--- config.mk ---
export PLATFORM = sky130hd
export DESIGN_NAME = pll_divider_search_flat
export DESIGN_NICKNAME = d
export VERILOG_FILES = /design/src/design/pds_pkg.sv /design/src/design/pds_in_if.sv /design/src/design/pds_out_if.sv /design/src/design/pds_serdiv.sv /design/src/design/pll_divider_search.sv /design/src/flat_wrapper.sv
export SDC_FILE = /design/constraint.sdc
export NUM_CORES = 1
export LEC_CHECK = 0
export BUFFER_PORTS_ARGS = -buffer_cell sky130_fd_sc_hd__buf_2
export CAP_MARGIN = 5
export CORE_ASPECT_RATIO = 2
export CORE_MARGIN = 2
export CORE_UTILIZATION = 35
export DETAILED_ROUTE_END_ITERATION = 7
export GPL_TIMING_DRIVEN = 0
export PLACE_DENSITY = 0.51
export SYNTH_ARGS = -nofsm -noshare
export SYNTH_HDL_FRONTEND = slang
export SYNTH_SLANG_ARGS = --single-unit
--- constraint.sdc ---
create_clock -name clk -period 7.1 [get_ports clk]
set_clock_uncertainty 0.05 [all_clocks]
set_input_delay 0.355 -clock clk [delete_from_list [all_inputs] [get_ports clk]]
set_output_delay 0.355 -clock clk [all_outputs]
set_load 0.005 [all_outputs]
--- src/design/pds_pkg.sv ---
package pds_pkg;

  localparam int OSC_W   = 15;
  localparam int TGT_W   = 17;
  localparam int FIELD_W = 5;
  localparam int HZ_W    = 28;

  localparam int PREDIV_MAX = 25;
  localparam int MULT_MIN   = 24;
  localparam int MULT_MAX   = 55;

  localparam int REF_MIN_KHZ = 2000;
  localparam int REF_MAX_KHZ = 4000;
  localparam int HZ_PER_KHZ  = 1000;

  localparam int DIV_W  = $clog2(PREDIV_MAX + 1);
  localparam int MULT_W = $clog2(MULT_MAX + 1);
  localparam int PROD_W = OSC_W + MULT_W;
  localparam int KHZ_W  = $clog2(HZ_PER_KHZ + 1);
  localparam int NUM_W  = PROD_W + KHZ_W;
  localparam int CNT_W  = $clog2(NUM_W);

endpackage

--- src/design/pds_in_if.sv ---
interface pds_in_if;
  logic                     valid;
  logic                     ready;
  logic [pds_pkg::OSC_W-1:0] osc_khz;
  logic [pds_pkg::TGT_W-1:0] target_khz;

  modport source (output valid, output osc_khz, output target_khz, input ready);
  modport sink (input valid, input osc_khz, input target_khz, output ready);
endinterface

--- src/design/pds_out_if.sv ---
interface pds_out_if;
  logic                       valid;
  logic                       ready;
  logic [pds_pkg::FIELD_W-1:0] prediv_field;
  logic [pds_pkg::FIELD_W-1:0] mult_field;
  logic [pds_pkg::HZ_W-1:0]    achieved_hz;
  logic                       found;

  modport source (output valid, output prediv_field, output mult_field,
                  output achieved_hz, output found, input ready);
  modport sink (input valid, input prediv_field, input mult_field,
                input achieved_hz, input found, output ready);
endinterface

--- src/design/pds_serdiv.sv ---
// Restoring divider, one quotient bit per cycle, MSB first.
module pds_serdiv (
  input  logic                        clk,
  input  logic                        rst,
  input  logic                        start,
  input  logic [pds_pkg::NUM_W-1:0]   num,
  input  logic [pds_pkg::DIV_W-1:0]   den,
  output logic                        done,
  output logic [pds_pkg::NUM_W-1:0]   quot,
  output logic [pds_pkg::DIV_W-1:0]   rem
);

  logic [pds_pkg::NUM_W-1:0] num_sh;
  logic [pds_pkg::DIV_W-1:0] den_r;
  logic [pds_pkg::CNT_W-1:0] cnt;
  logic                      busy;
  logic [pds_pkg::DIV_W:0]   trial;
  logic                      qbit;
  logic [pds_pkg::DIV_W:0]   diff;

  always_comb begin
    trial = {rem, num_sh[pds_pkg::NUM_W-1]};
    qbit  = (trial >= {1'b0, den_r});
    diff  = trial - {1'b0, den_r};
  end

  always_ff @(posedge clk) begin
    if (rst) begin
      busy <= 1'b0;
      done <= 1'b0;
      cnt  <= '0;
    end else begin
      done <= 1'b0;
      if (start) begin
        num_sh <= num;
        den_r  <= den;
        rem    <= '0;
        cnt    <= '0;
        busy   <= 1'b1;
      end else if (busy) begin
        rem    <= qbit ? diff[pds_pkg::DIV_W-1:0] : trial[pds_pkg::DIV_W-1:0];
        quot   <= {quot[pds_pkg::NUM_W-2:0], qbit};
        num_sh <= {num_sh[pds_pkg::NUM_W-2:0], 1'b0};
        cnt    <= cnt + 1'b1;
        if (cnt == pds_pkg::CNT_W'(pds_pkg::NUM_W - 1)) begin
          busy <= 1'b0;
          done <= 1'b1;
        end
      end
    end
  end

endmodule

--- src/design/pll_divider_search.sv ---
// Picks the PLL pre-divider (1..25) and multiplier (24..55) whose clock
// floor(osc*mult/div) kHz lands closest to the target, using only pre-dividers
// whose reference floor(osc/div) sits in 2000..4000 kHz; ties keep the first
// pair met with the pre-divider ascending outside and the multiplier inside.
// One item is in work at a time, and a new beat is refused while a result waits.
// A bit-serial divider (a load, then 31 quotient bits) sets the pace. Every
// pre-divider takes one division for its reference plus a step in S_NEXT; a
// valid one adds a division for the first multiplier and a step per multiplier
// in S_SCAN. An oscillator of 32000..32007 kHz has nine valid pre-dividers.
// When a pair is found, out valid rises after a last division for achieved_hz;
// with no valid pre-divider, found is 0 and the other fields are 0.
module pll_divider_search (
  input logic             clk,
  input logic             rst,
  pds_in_if.sink          in_ch,
  pds_out_if.source       out_ch
);

  typedef enum logic [3:0] {
    S_IDLE, S_REF, S_BASE, S_SCAN, S_NEXT, S_FMUL, S_FNUM, S_FDIV, S_OUT
  } state_t;

  state_t state;

  logic [pds_pkg::OSC_W-1:0]  osc;
  logic [pds_pkg::TGT_W-1:0]  tgt;
  logic [pds_pkg::DIV_W-1:0]  div;
  logic [pds_pkg::MULT_W-1:0] mult;
  logic [pds_pkg::OSC_W-1:0]  qo;
  logic [pds_pkg::DIV_W-1:0]  ro;
  logic [pds_pkg::PROD_W-1:0] q;
  logic [pds_pkg::DIV_W-1:0]  r;
  logic                       have;
  logic [pds_pkg::PROD_W-1:0] best_diff;
  logic [pds_pkg::DIV_W-1:0]  chosen_div;
  logic [pds_pkg::MULT_W-1:0] best_mult;
  logic [pds_pkg::PROD_W-1:0] prod;

  logic [pds_pkg::FIELD_W-1:0] res_prediv;
  logic [pds_pkg::FIELD_W-1:0] res_mult;
  logic [pds_pkg::HZ_W-1:0]    res_hz;
  logic                        res_found;

  logic                       dv_start;
  logic [pds_pkg::NUM_W-1:0]  dv_num;
  logic [pds_pkg::DIV_W-1:0]  dv_den;
  logic                       dv_done;
  logic [pds_pkg::NUM_W-1:0]  dv_quot;
  logic [pds_pkg::DIV_W-1:0]  dv_rem;

  logic [pds_pkg::PROD_W-1:0] tgt_ext;
  logic [pds_pkg::PROD_W-1:0] diff;
  logic [pds_pkg::DIV_W:0]    rsum;
  logic                       wrap;
  logic                       ref_ok;

  pds_serdiv u_div (
    .clk   (clk),
    .rst   (rst),
    .start (dv_start),
    .num   (dv_num),
    .den   (dv_den),
    .done  (dv_done),
    .quot  (dv_quot),
    .rem   (dv_rem)
  );

  always_comb begin
    tgt_ext = pds_pkg::PROD_W'(tgt);
    diff    = (q >= tgt_ext) ? (q - tgt_ext) : (tgt_ext - q);
    rsum    = {1'b0, r} + {1'b0, ro};
    wrap    = (rsum >= {1'b0, div});
    ref_ok  = (dv_quot >= pds_pkg::NUM_W'(pds_pkg::REF_MIN_KHZ)) &&
              (dv_quot <= pds_pkg::NUM_W'(pds_pkg::REF_MAX_KHZ));
  end

  // hold off new beats until the last result has left
  assign in_ch.ready         = (state == S_IDLE) && !out_ch.valid;
  assign out_ch.prediv_field = res_prediv;
  assign out_ch.mult_field   = res_mult;
  assign out_ch.achieved_hz  = res_hz;
  assign out_ch.found        = res_found;

  always_ff @(posedge clk) begin
    if (rst) begin
      state        <= S_IDLE;
      out_ch.valid <= 1'b0;
      dv_start     <= 1'b0;
      have         <= 1'b0;
    end else begin
      dv_start <= 1'b0;
      if (out_ch.valid && out_ch.ready) begin
        out_ch.valid <= 1'b0;
      end
      unique case (state)
        S_IDLE: begin
          if (in_ch.valid && in_ch.ready) begin
            osc      <= in_ch.osc_khz;
            tgt      <= in_ch.target_khz;
            div      <= pds_pkg::DIV_W'(1);
            have     <= 1'b0;
            dv_start <= 1'b1;
            dv_num   <= pds_pkg::NUM_W'(in_ch.osc_khz);
            dv_den   <= pds_pkg::DIV_W'(1);
            state    <= S_REF;
          end
        end
        S_REF: begin
          if (dv_done) begin
            qo <= dv_quot[pds_pkg::OSC_W-1:0];
            ro <= dv_rem;
            if (ref_ok) begin
              dv_start <= 1'b1;
              dv_num   <= pds_pkg::NUM_W'(osc * pds_pkg::MULT_MIN);
              dv_den   <= div;
              state    <= S_BASE;
            end else begin
              state <= S_NEXT;
            end
          end
        end
        S_BASE: begin
          if (dv_done) begin
            q     <= dv_quot[pds_pkg::PROD_W-1:0];
            r     <= dv_rem;
            mult  <= pds_pkg::MULT_W'(pds_pkg::MULT_MIN);
            state <= S_SCAN;
          end
        end
        S_SCAN: begin
          if (!have || diff < best_diff) begin
            have       <= 1'b1;
            best_diff  <= diff;
            chosen_div <= div;
            best_mult  <= mult;
          end
          // step to the next multiplier: add osc/div as quotient plus remainder
          q    <= q + pds_pkg::PROD_W'(qo) + pds_pkg::PROD_W'(wrap);
          r    <= wrap ? pds_pkg::DIV_W'(rsum - {1'b0, div}) : rsum[pds_pkg::DIV_W-1:0];
          mult <= mult + 1'b1;
          if (mult == pds_pkg::MULT_W'(pds_pkg::MULT_MAX)) begin
            state <= S_NEXT;
          end
        end
        S_NEXT: begin
          if (div == pds_pkg::DIV_W'(pds_pkg::PREDIV_MAX)) begin
            state <= S_FMUL;
          end else begin
            div      <= div + 1'b1;
            dv_start <= 1'b1;
            dv_num   <= pds_pkg::NUM_W'(osc);
            dv_den   <= div + 1'b1;
            state    <= S_REF;
          end
        end
        S_FMUL: begin
          if (have) begin
            prod  <= pds_pkg::PROD_W'(osc) * pds_pkg::PROD_W'(best_mult);
            state <= S_FNUM;
          end else begin
            res_prediv <= '0;
            res_mult   <= '0;
            res_hz     <= '0;
            res_found  <= 1'b0;
            state      <= S_OUT;
          end
        end
        S_FNUM: begin
          dv_start <= 1'b1;
          dv_num   <= pds_pkg::NUM_W'(prod * pds_pkg::HZ_PER_KHZ);
          dv_den   <= chosen_div;
          state    <= S_FDIV;
        end
        S_FDIV: begin
          if (dv_done) begin
            res_prediv <= pds_pkg::FIELD_W'(chosen_div - 1'b1);
            res_mult   <= pds_pkg::FIELD_W'(best_mult -
                                            pds_pkg::MULT_W'(pds_pkg::MULT_MIN));
            res_hz     <= dv_quot[pds_pkg::HZ_W-1:0];
            res_found  <= 1'b1;
            state      <= S_OUT;
          end
        end
        S_OUT: begin
          out_ch.valid <= 1'b1;
          state        <= S_IDLE;
        end
        default: state <= S_IDLE;
      endcase
    end
  end

endmodule

--- src/flat_wrapper.sv ---
// flat-port wrapper written by rule: the top's interface ports become plain ports
module pll_divider_search_flat 
  (clk, rst, in_ch_valid, in_ch_osc_khz, in_ch_target_khz, in_ch_ready, out_ch_valid, out_ch_prediv_field, out_ch_mult_field, out_ch_achieved_hz, out_ch_found, out_ch_ready);
  pds_in_if in_ch_i ();
  pds_out_if out_ch_i ();
  input logic clk;
  input logic rst;
  input wire logic [$bits(in_ch_i.valid)-1:0] in_ch_valid;
  input wire logic [$bits(in_ch_i.osc_khz)-1:0] in_ch_osc_khz;
  input wire logic [$bits(in_ch_i.target_khz)-1:0] in_ch_target_khz;
  output wire logic [$bits(in_ch_i.ready)-1:0] in_ch_ready;
  output wire logic [$bits(out_ch_i.valid)-1:0] out_ch_valid;
  output wire logic [$bits(out_ch_i.prediv_field)-1:0] out_ch_prediv_field;
  output wire logic [$bits(out_ch_i.mult_field)-1:0] out_ch_mult_field;
  output wire logic [$bits(out_ch_i.achieved_hz)-1:0] out_ch_achieved_hz;
  output wire logic [$bits(out_ch_i.found)-1:0] out_ch_found;
  input wire logic [$bits(out_ch_i.ready)-1:0] out_ch_ready;
  assign in_ch_i.valid = in_ch_valid;
  assign in_ch_i.osc_khz = in_ch_osc_khz;
  assign in_ch_i.target_khz = in_ch_target_khz;
  assign in_ch_ready = in_ch_i.ready;
  assign out_ch_valid = out_ch_i.valid;
  assign out_ch_prediv_field = out_ch_i.prediv_field;
  assign out_ch_mult_field = out_ch_i.mult_field;
  assign out_ch_achieved_hz = out_ch_i.achieved_hz;
  assign out_ch_found = out_ch_i.found;
  assign out_ch_i.ready = out_ch_ready;
  pll_divider_search u_core (.clk(clk), .rst(rst), .in_ch(in_ch_i), .out_ch(out_ch_i));
endmodule
== Word-level counts from Yosys, hierarchy flattened ==
Cells that the tools add are included.
Widths: inputs -> output; s select.

* Flip-flop bits (word level): 303
* Word-level logic and storage cells: 160
* Output and inout bits: 41
* Input port bits: 36

* Add/subtract/negate cells: 12
* Mux-type cells: 57
* Order comparisons: 6
* $mul: 3
* Bitwise operators: 3
* Reduce and logical (&&, ||, !) cells: 30
* Eq/ne operators: 20

{| class="wikitable"
|+ Operators by type and width
! kind !! number
|-
| $mux 31 || 6
|-
| $pmux 31 s4 || 1
|-
| $mux 28 || 2
|-
| $pmux 28 s2 || 1
|-
| $mux 5 || 11
|-
| $mux 21 || 2
|-
| $pmux 21 s2 || 1
|-
| $pmux 5 s2 || 4
|-
| $pmux 4 s8 || 1
|-
| $ge 31x11->1 const B || 1
|-
| $le 31x12->1 const B || 1
|-
| $mul 21x7->28 const B || 1
|-
| $mux 4 || 6
|-
| $add 21x1->21 || 1
|-
| $add 21x15->21 || 1
|-
| $ge 21x17->1 || 1
|-
| $lt 21x21->1 || 1
|-
| $mul 15x6->21 || 1
|-
| $reduce_and 3->1 || 7
|-
| $sub 17x21->21 || 1
|-
| $sub 21x17->21 || 1
|-
| $pmux 5 s4 || 1
|-
| $mul 15x2->17 const B || 1
|-
| $eq 4x3->1 const B || 4
|-
| other kinds (33) || 73
|}

== Depth between registers and ports, before layout ==
Gate-level depths: netlist of run 1.

* Depth in word-level cells: 6
* Gate-level depth with buffers: 23
* Gate-level depth less buffers: 22

== By module ==
From an unflattened synthesis of run 1, not the netlist that was laid out.

* Cells, all modules: 2033
* Area, all modules: 22002.4 um2

{| class="wikitable"
|+ Modules (own cells, without submodules)
! module !! times used !! cells each !! area an instance (um2) !! sequential area each (um2)
|-
| pll_divider_search || 1 || 1846 || 18855.6 || 6656.4
|-
| pds_serdiv || 1 || 187 || 3146.8 || 2302.2
|}

== Worst setup path before layout of run 1 ==
No wires, ideal clock.

* Path kind: reg2reg
* Start point: reg u_core.q[3] in the netlist's numbering
* End point: reg u_core.best_diff[0] in the netlist's numbering (enable)
* Path buffers: 1
* Slack: 0.773 ns
* Period minus slack after synthesis: 6.327 ns
* Library setup time: 0.440 ns
* Required time: 6.610 ns
* Arrival: 5.837 ns
* Cell stages (with the launch flop): 19
* Cell sequence: edfxtp_1 inv_1 ha_1 clkbuf_1 a21oi_1 nand2b_1 a311oi_1 nor3_2 o21bai_4 mux2_4 mux2_4 a2111oi_1 ha_1 a21o_1 a21o_1 a21oi_1 o21ai_0 a2111o_1 a41oi_1

* Word-level cells in the longest chain between the ends: 5
* Elaborated cells between the ends (all ways): 7
* Classes of those cells: add/sub (2); order compare (2); mux (1); reduce/logical (2)

{| class="wikitable"
|+ RTL lines
! element !! RTL line !! RTL
|-
| start: declaration || pll_divider_search.sv:31 || <nowiki>logic [pds_pkg::PROD_W-1:0] q;</nowiki>
|-
| start signal: assignment || pll_divider_search.sv:124 || <nowiki>q <= dv_quot[pds_pkg::PROD_W-1:0];</nowiki>
|-
| start signal: assignment || pll_divider_search.sv:138 || <nowiki>q <= q + pds_pkg::PROD_W'(qo) + pds_pkg::PROD_W'(wrap);</nowiki>
|-
| $sub 17x21->21 (tied with other cells) || pll_divider_search.sv:70 || <nowiki>diff = (q >= tgt_ext) ? (q - tgt_ext) : (tgt_ext - q);</nowiki>
|-
| $mux 21 (*) || pll_divider_search.sv:70 ||
|-
| via u_core.diff (one bit) || pll_divider_search.sv:52 || <nowiki>logic [pds_pkg::PROD_W-1:0] diff;</nowiki>
|-
| $lt 21x21->1 (*) || pll_divider_search.sv:131 || <nowiki>if (!have || diff < best_diff) begin</nowiki>
|-
| $logic_or 1x1->1 (*) || pll_divider_search.sv:131 ||
|-
| $reduce_and 3->1 (no line) (*) || - ||
|-
| end signal: assignment || pll_divider_search.sv:133 || <nowiki>best_diff <= diff;</nowiki>
|-
| end: declaration || pll_divider_search.sv:34 || <nowiki>logic [pds_pkg::PROD_W-1:0] best_diff;</nowiki>
|}

Mark *: on every way through the listed nets, which the timed path passes. The rest lies on a longest branch.
A chain may end at the register's enable or synchronous reset.

== Final worst setup path of run 1 ==
* Start point: reg u_core.q[3] in the netlist's numbering
* End point: reg u_core.best_mult[3] in the netlist's numbering (enable)

* Word-level cells in the longest chain between the ends: 5
* Elaborated cells between the ends (all ways): 7
* Classes of those cells: add/sub (2); order compare (2); mux (1); reduce/logical (2)

{| class="wikitable"
|+ RTL lines
! element !! RTL line !! RTL
|-
| $sub 17x21->21 (tied with other cells) || pll_divider_search.sv:70 ||
|-
| $mux 21 (*) || pll_divider_search.sv:70 ||
|-
| via u_core.diff (one bit) || pll_divider_search.sv:52 ||
|-
| $lt 21x21->1 (*) || pll_divider_search.sv:131 ||
|-
| $logic_or 1x1->1 (*) || pll_divider_search.sv:131 ||
|-
| $reduce_and 3->1 (no line) (*) || - ||
|-
| end signal: assignment || pll_divider_search.sv:135 || <nowiki>best_mult <= mult;</nowiki>
|-
| end: declaration || pll_divider_search.sv:36 || <nowiki>logic [pds_pkg::MULT_W-1:0] best_mult;</nowiki>
|}

Marked as above.

==> flow_summary.ini, run 1 <==
[cts]
htreeDepth = 2
cts_root_buffer = clkbuf_16
clk_latency_ns = 0.54
numCtsBuffers = 34
cts_tree = yes
clk_path_buf_depth = 3
numClockSinks = 303
cts_setup_buffers = 0
clk_pin_slew_worst_paths_ns = 0.07

[placement]
gp_congestion = 0.906
postPlaceCellArea_mm2 = 0.0231
dpl.hpwl_mm = 47.7
place_ws_ns = 0.335
portBuffers = 76

[synth]
yosysMostFrequentCell = edfxtp_1
synth_cells = 1968
async_flop_share = 0
ys_seq_elements = 303
yosys.area.top_type = edfxtp_1
synth_top_area_frac = 0.403
synth_common_cells = 289 x edfxtp_1, 257 x inv_1, 195 x ha_1, 170 x nand2_1, 135 x fa_1
syn_area_per_cell_um2 = 10.9
yosysUniqueCellTypes = 67
ys_seq_area_frac = 0.416
synthFlopType = edfxtp_1
synth-edff-count = 289
syn_nets = 2334
netlist_area_mm2 = 0.0215
yosysWarnings = 0
synth_area_leaders = edfxtp_1 40%, fa_1 13%, ha_1 11%

[routing]
drc_errors = 0
postRouteAntennaNets = 0
vias = 15100
wl_mm = 58.7
avgViaCountPerCell = 5.15
drt_iter0_drc = 712
wl_per_cell_um = 20.0
drtPass1Iterations = 7

[setup_path]
required_ns = 7.29
path_class = flip-flop to flip-flop
cp-end-kind = flip-flop
worstSetupStartpointType = flip-flop
rrSetupSlack_ns = 0.23
path_max_fanout = 17
arrival_ns = 7.06

[global_routing]
antenna_found_initial = 0
grt_start_max_net_pins = 37
grt_pass1_vias = 16200
grt_pass1_wl_mm = 89.8
overflow = 0
grt.total_usage = 0.187

[floorplan]
ioPinCount = 77
dieArea_mm2 = 0.0636
rows = 128
die_h_um = 355
core_mm2 = 0.0609
die_x_um = 179
start_util = 0.354

[cells_and_area]
fin_nets = 2496
final_area_mm2 = 0.0246
seqCellArea_mm2 = 0.00896
multi_input_area_mm2 = 0.0115
num_antenna_cells = 0
fillers = 5982
syn_to_final_growth_pct = 14.2
drive_above_1_share = 0.0988

[power_and_ir_drop]
power_frac_comb = 0.217
power.share.clock = 0.347
cellPowerDensity_mw_per_mm2 = 209
cellLeakagePower_uw = 0.0103
internal_power_uw = 3610
ir_drop_mv = 0.140
seq_power_share = 0.436
p_switching_uw = 1520
p_total_uw = 5130
netSwitchingFraction = 0.296

[timing]
setup_viol = 0
drv_slew = 0
worst_pin_slew_ns = 1.23
fin_tns_setup_ns = 0
min_period_over_period = 0.967
relSlewSlack = 0.176
rsz0062_at_grt = no
final-hold-violation-count = 0
clock.fmax_mhz = 146
setup_slack_ns = 0.232
period_needed_ns = 6.87

[outcome]
run_status = completed

[hold_path]
hold_class = input pin to flip-flop

[run]
drv_cap = 0
-- through the flow --
stage / cells / hold WS [ns] / utilization
6_report: 2936 / 0.142 / 0.404
5_1_grt: 2936 / 0.160 / 0.404
4_1_cts: 2936 / 0.128 / 0.404
3_5_place_dp: 2842 / 0.355 / 0.380
3_3_place_gp: 2824 / 0.351 / 0.376
2_1_floorplan: 1968 / 0.350 / -
-- state kept, by name, indices dropped and copies added, names as in the netlist, 6 cells and up --
register / flops
u_core.best_diff: 21
u_core.best_mult: 6
u_core.dv_num: 31
u_core.mult: 6
u_core.osc: 15
u_core.out_ch.achieved_hz: 28
u_core.prod: 21
u_core.q: 21
u_core.qo: 15
u_core.tgt: 17
u_core.u_div.num_sh: 31
u_core.u_div.quot: 31
-- worst paths after layout --
kind | cells past startpoint | from | end
worst max register to register | 20 | u_core.q[3] | u_core.best_mult[3]
worst min-delay path | 3 | out_ch_ready | u_core.out_ch.valid
worst min register to register | 0 | u_core.dv_den[1] | u_core.u_div.den_r[1]
worst max-delay path | 20 | u_core.q[3] | u_core.best_mult[3]
-- power groups by stage --
stage | clock [uW] | sequential, uW | combinational [uW]
finish | 1780 | 2240 | 1110
detailed placement | 0 | 2270 | 1110
CTS | 1840 | 2240 | 1130
floorplan | 0 | 2240 | 750
global route | 1900 | 2250 | 1230
global placement | 0 | 2280 | 1070
-- final cells by class --
cell class,instances,area share
buffer,55,0.00886
sequential,303,0.364
tap,780,0.0397
timing repair buffer,126,0.0363
inverter,257,0.0392
clock inverter,22,0.00891
clock buffer,40,0.0363
multi-input combinational,1353,0.466
-- cell usage in the layout, fill, tap and decap left out, drive strengths merged, types with 58 or more instances in the layout --
master / Yosys / final
edfxtp: 289 / 289
inv: 257 / 261
ha: 195 / 195
nand2: 170 / 170
fa: 135 / 135
nor2: 106 / 106
buf: 6 / 100
a21oi: 89 / 89
clkbuf: 49 / 89
o21ai: 82 / 82
xnor2: 60 / 60
and2: 58 / 58
-- worst max-delay path, stage by stage, from the launching register on --
cell       delay (ns)
edfxtp_1         0.39
inv_1            0.06
ha_1             0.27
clkbuf_1         0.28
a21oi_1          0.20
nand2b_1         0.21
a311oi_1         0.80
nor3_2           0.17
o21bai_4         0.28
buf_2            0.32
mux2i_1          0.41
nor2_1           0.11
a2111oi_1        0.66
ha_1             0.38
a21o_1           0.19
a21o_1           0.17
a21oi_1          0.12
o21ai_0          0.10
a2111o_1         0.46
a41oi_4          0.67
buf_12           0.27
-- cell families (layout without fill, tap and decap cells) --
| group | Yosys count | count (layout) | synth area share |
|---|---|---|---|
| compound gates | 350 | 350 | 0.105 |
| xor+xnor | 100 | 100 | 0.0407 |
| fa+ha+maj | 330 | 330 | 0.239 |
| buf+inv | 312 | 500 | 0.0549 |
| flops | 303 | 303 | 0.416 |
| mux | 49 | 49 | 0.0252 |
| simple gates | 524 | 524 | 0.119 |
-- layer usage --
layer | up-vias | wire length (um) | track usage
li1 | 7199 | - | -
met4 | 0 | 3300 | 0.0992
met3 | 124 | 1590 | 0.0179
met5 | - | 0 | 0
met1 | 7471 | 20600 | 0.182
met2 | 318 | 33200 | 0.373
-- what timing repair did --
action | in CTS | in global routing
setup endpoints to repair | 0 | 3
hold endpoints to repair | 32 | 0
resized for setup | 0 | 1
hold buffers | 32 | 0
No activity file was read; power rests on OpenSTA's default activity.
==> inputs of run 2 (changes only) <==
Settings changed: CELL_PAD_IN_SITES_DETAIL_PLACEMENT from default to 1, CELL_PAD_IN_SITES_GLOBAL_PLACEMENT from default to 1, CORE_UTILIZATION 35 to 25, HOLD_SLACK_MARGIN from default to 0.15, PLACE_DENSITY 0.51 to 0.47.
==> flow_summary.ini, run 2 (same netlist as run 1, synthesis figures left out) <==
[outcome]
run_status = completed

[routing]
postRouteAntennaNets = 0
vias = 15200
wl_mm = 68.4
drtPass1Iterations = 5
drt_iter0_drc = 628
avgViaCountPerCell = 4.70
drc_errors = 0
wl_per_cell_um = 21.1

[power_and_ir_drop]
ir_drop_mv = 0.137
cellLeakagePower_uw = 0.0104
cellPowerDensity_mw_per_mm2 = 208
p_total_uw = 5210

[global_routing]
grt_pass1_vias = 17400
overflow = 0
grt_start_max_net_pins = 37
grt_pass1_wl_mm = 105
grt.total_usage = 0.159
antenna_found_initial = 0

[cts]
cts_tree = yes
cts_root_buffer = clkbuf_16
numClockSinks = 303
numCtsBuffers = 34
clk_path_buf_depth = 3
htreeDepth = 2
clk_pin_slew_worst_paths_ns = 0.06
clk_latency_ns = 0.56

[placement]
postPlaceCellArea_mm2 = 0.0236
portBuffers = 76
dpl.hpwl_mm = 57.0
gp_congestion = 0.827
place_ws_ns = -0.241

[floorplan]
die_x_um = 211
ioPinCount = 77
dieArea_mm2 = 0.0886
core_mm2 = 0.0856
start_util = 0.252
rows = 152
die_h_um = 419

[cells_and_area]
final_area_mm2 = 0.0250
syn_to_final_growth_pct = 16.2
top_regs = u_core.dv_num (31), u_core.u_div.num_sh (31), u_core.u_div.quot (31)
layout_commonest_cell = edfxtp_1
mostFrequentLayoutCells = 289 x edfxtp_1, 257 x inv_1, 195 x ha_1, 170 x nand2_1, 135 x fa_1
fin_util = 0.292
drive_above_1_share = 0.101
num_antenna_cells = 0
fin_nets = 2503
fillers = 9602

[timing]
setup_viol = 0
final-hold-violation-count = 0
rsz0062_at_grt = no
drv_slew = 0
worst_pin_slew_ns = 1.13
min_period_over_period = 0.906
period_needed_ns = 6.43
relSlewSlack = 0.239
clock.fmax_mhz = 155
setup_slack_ns = 0.665

[setup_path]
path_class = flip-flop to flip-flop
reg2reg_depth = 23
worstSetupStartpointType = flip-flop
r2r-end = u_core.q[20]
critPathMaxStageDelay_ns = 0.45
worstPathCellList = ha_1, inv_1, fa_1, inv_1, a21o_1, a21oi_1, xnor2_1, ha_1, and4_1, a2111oi_2, and2_1, clkbuf_1, inv_1, fa_1, fa_1, a211oi_1, o21ai_0, and3_1, nor3_2, nor3_1, o2111ai_1, xor2_1, o21ai_0
crit_slowest_cell = fa_1
path_max_fanout = 5
critical-path-top-delay-family = compound AO/OA/AOI/OAI gates
rrSetupSlack_ns = 0.67
critical_path_buf_inv_count = 4
crit_cells = 23
required_ns = 7.33
arrival_ns = 6.66
cp-end-kind = flip-flop
r2r_start = u_core.r[0]

[hold_path]
holdCritStartpoint = in_ch_valid
hold_depth = 4
hold_class = input pin to flip-flop
hold_end = u_core.have

[run]
drv_cap = 0
-- run 2: changes by cell type in the layout (fill, tap and decap cells not counted), moves of 2 or more --
| cell | change |
|---|---|
| clkbuf_8 | -2 |
| clkbuf_1 | +3 |
| clkinvlp_4 | -2 |
| buf_4 | +3 |
| buf_12 | +4 |
-- run 2: cell type report --
cell class	instances	area [um2]	area share
clock buffers	42	902	0.0361
repair buffers	133	977	0.0391
multi-input cells	1353	11500	0.459
flip-flops and latches	303	8960	0.358
inverters	257	965	0.0386
clock inverters	18	159	0.00635
well taps	1078	1350	0.0539
plain buffers	55	218	0.00871
-- run 2: what timing repair did --
action	CTS	global route
endpoints found under the hold margin	43	0
endpoints found under the setup margin	32	21
buffers inserted	0	3
hold buffers	33	0
gates resized for setup	1	3
-- run 2: worst max path at each step --
stage                   from                  end
3_5_place_dp   u_core.tgt[3]  u_core.best_diff[0]
2_1_floorplan    u_core.q[3]  u_core.best_diff[0]
5_1_grt          u_core.r[0]         u_core.q[20]
6_report         u_core.r[0]         u_core.q[20]
4_1_cts          u_core.r[0]         u_core.q[20]
3_3_place_gp     u_core.q[1]  u_core.best_diff[0]
-- run 2: power breakdown --
part	leakage, uW	total (uW)	switching [uW]	internal, uW
registers	0.00276	2240	85.2	2160
clock network	0.000514	1760	776	984
logic	0.00708	1210	765	442
-- run 2: through the flow --
stage | hold slack [ns] | setup TNS, ns | std cells
floorplan | 0.350 | 0 | 1968
finish | 0.216 | 0 | 3239
global route | 0.221 | 0 | 3239
detailed placement | 0.357 | -4.56 | 3143
global placement | 0.355 | -171.66 | 3122
CTS | 0.176 | 0 | 3236
-- run 2: worst reg2reg max path: stages (launching register included) --
cell	delay [ns]
edfxtp_1	0.37
ha_1	0.23
inv_1	0.08
fa_1	0.21
inv_1	0.05
a21o_1	0.17
a21oi_1	0.18
xnor2_1	0.16
ha_1	0.29
and4_1	0.23
a2111oi_2	0.45
and2_1	0.19
clkbuf_1	0.34
inv_1	0.17
fa_1	0.45
fa_1	0.45
a211oi_1	0.45
o21ai_0	0.27
and3_1	0.26
nor3_2	0.33
nor3_1	0.17
o2111ai_1	0.27
xor2_1	0.24
o21ai_0	0.11
-- run 2: routing by layer --
metal	GRT usage	wire (um)	vias up
li1	-	-	7197
met3	0.0181	1630	103
met2	0.336	40700	221
met1	0.146	22900	7714
met4	0.0707	3150	0
met5	0	0	-
==> inputs of run 3 (changes only) <==
Clock period 7.1 ns to 6.45 ns, I/O delays scaled along.
==> flow_summary.ini, run 3 (same netlist as run 1, synthesis figures left out) <==
[outcome]
run_status = completed

[power_and_ir_drop]
cellPowerDensity_mw_per_mm2 = 229
internal_power_uw = 3940
p_switching_uw = 1800
power.share.clock = 0.338
seq_power_share = 0.430
cellLeakagePower_uw = 0.0104
ir_drop_mv = 0.154
netSwitchingFraction = 0.313
power_frac_comb = 0.232

[setup_path]
critPathMaxStageDelay_ns = 0.47
required_ns = 6.65
path_class = flip-flop to flip-flop
crit_slowest_cell = a2111o_1
critical-path-top-delay-family = compound AO/OA/AOI/OAI gates
worstPathCellList = inv_1, ha_1, clkbuf_1, nand4_1, nor2_2, nor4b_1, or4b_1, o21bai_4, buf_2, mux2i_1, nor2_1, a2111oi_1, ha_1, a21o_1, a21o_1, a21oi_1, o21ai_0, a2111o_1, a41oi_4, buf_12
critical_path_buf_inv_count = 4
cp-end-kind = flip-flop
path_max_fanout = 17
worstSetupStartpointType = flip-flop
arrival_ns = 6.37

[placement]
portBuffers = 76
place_ws_ns = -0.891
dpl.hpwl_mm = 57.0
gp_congestion = 0.827

[cells_and_area]
syn_to_final_growth_pct = 16.3
seqCellArea_mm2 = 0.00896
num_antenna_cells = 0
fin_nets = 2501
layout_commonest_cell = edfxtp_1
multi_input_area_mm2 = 0.0115
top_regs = u_core.dv_num (31), u_core.u_div.num_sh (31), u_core.u_div.quot (31)
mostFrequentLayoutCells = 289 x edfxtp_1, 257 x inv_1, 195 x ha_1, 170 x nand2_1, 135 x fa_1
fillers = 9593
drive_above_1_share = 0.102

[routing]
wl_per_cell_um = 21.2
avgViaCountPerCell = 4.72
drc_errors = 0
drtPass1Iterations = 5
drt_iter0_drc = 557
postRouteAntennaNets = 0
wl_mm = 68.5
vias = 15300

[cts]
clk_path_buf_depth = 3
clk_latency_ns = 0.56
cts_tree = yes
numCtsBuffers = 34
cts_root_buffer = clkbuf_16
htreeDepth = 2
numClockSinks = 303
clk_pin_slew_worst_paths_ns = 0.07

[hold_path]
hold_class = input pin to flip-flop

[timing]
setup_slack_ns = 0.276
clock.fmax_mhz = 162
relSlewSlack = 0.234
min_period_over_period = 0.957
timing.hold.ws_ns = 0.174
rsz0062_at_grt = no
drv_slew = 0
period_needed_ns = 6.17
worst_pin_slew_ns = 1.13
setup_viol = 0
final-hold-violation-count = 0

[floorplan]
core_mm2 = 0.0856
dieArea_mm2 = 0.0886
start_util = 0.252
ioPinCount = 77
die_h_um = 419
die_x_um = 211
rows = 152

[global_routing]
grt_pass1_vias = 17400
antenna_found_initial = 0
grt_start_max_net_pins = 37
grt_pass1_wl_mm = 104
grt.total_usage = 0.159
overflow = 0

[run]
drv_cap = 0
run 3: routing by layer:
metal  share of wire  up-vias  routed length [um]  track usage
li1                -     7197                   -            -
met1            0.33     7750               22900        0.145
met3           0.024      100                1680       0.0181
met5               0        -                   0            0
met4           0.046        0                3130       0.0707
met2            0.60      233               40800        0.336
run 3: cell type report:
class | count | area share
inverters | 257 | 0.0385
repair buffers | 132 | 0.0388
clock buffers | 42 | 0.0360
multi-input cells | 1353 | 0.460
flip-flops and latches | 303 | 0.358
clock inverters | 18 | 0.00635
well taps | 1078 | 0.0539
plain buffers | 54 | 0.00870
run 3: worst paths after layout:
kind / from / endpoint / slack [ns] / cells after the start
worst max-delay path: u_core.q[6] / u_core.best_mult[4] / 0.28 / 20
worst min-delay path: rst / u_core.state[3] / 0.17 / 2
worst max register to register: u_core.q[6] / u_core.best_mult[4] / 0.28 / 20
worst min register to register: u_core.dv_den[0] / u_core.u_div.den_r[0] / 0.37 / 0
run 3: worst reg2reg max path: stages, from the launching register on:
cell	delay, ns
edfxtp_1	0.40
inv_1	0.06
ha_1	0.27
clkbuf_1	0.34
nand4_1	0.24
nor2_2	0.36
nor4b_1	0.41
or4b_1	0.22
o21bai_4	0.18
buf_2	0.36
mux2i_1	0.44
nor2_1	0.10
a2111oi_1	0.46
ha_1	0.36
a21o_1	0.19
a21o_1	0.17
a21oi_1	0.13
o21ai_0	0.12
a2111o_1	0.47
a41oi_4	0.28
buf_12	0.22
run 3: timing repair:
action                                  4_1_cts  5_1_grt
endpoints found under the hold margin        49        0
gates cloned                                  0        0
endpoints found under the setup margin       37       36
gates resized for setup                       6        6
hold buffers                                 34        0
setup buffers                                 1        0
run 3: power by group through the flow:
stage / Clock (uW) / Combinational (uW) / Sequential, uW
finish: 1940 / 1330 / 2470
global placement: 0 / 1300 / 2520
CTS: 2020 / 1380 / 2470
detailed placement: 0 / 1360 / 2510
global route: 2080 / 1480 / 2480
floorplan: 0 / 826 / 2470
run 3: through the flow:
stage	instances	utilization	area (um2)	setup TNS, ns	total power, uW
finish	3237	0.293	25000	0	5740
global route	3237	0.293	25000	0	6040
CTS	3237	0.292	25000	0	5880
detailed placement	3143	0.275	23600	-27.01	3870
global placement	3122	0.272	23300	-239.93	3820
floorplan	1968	-	21500	0	3290
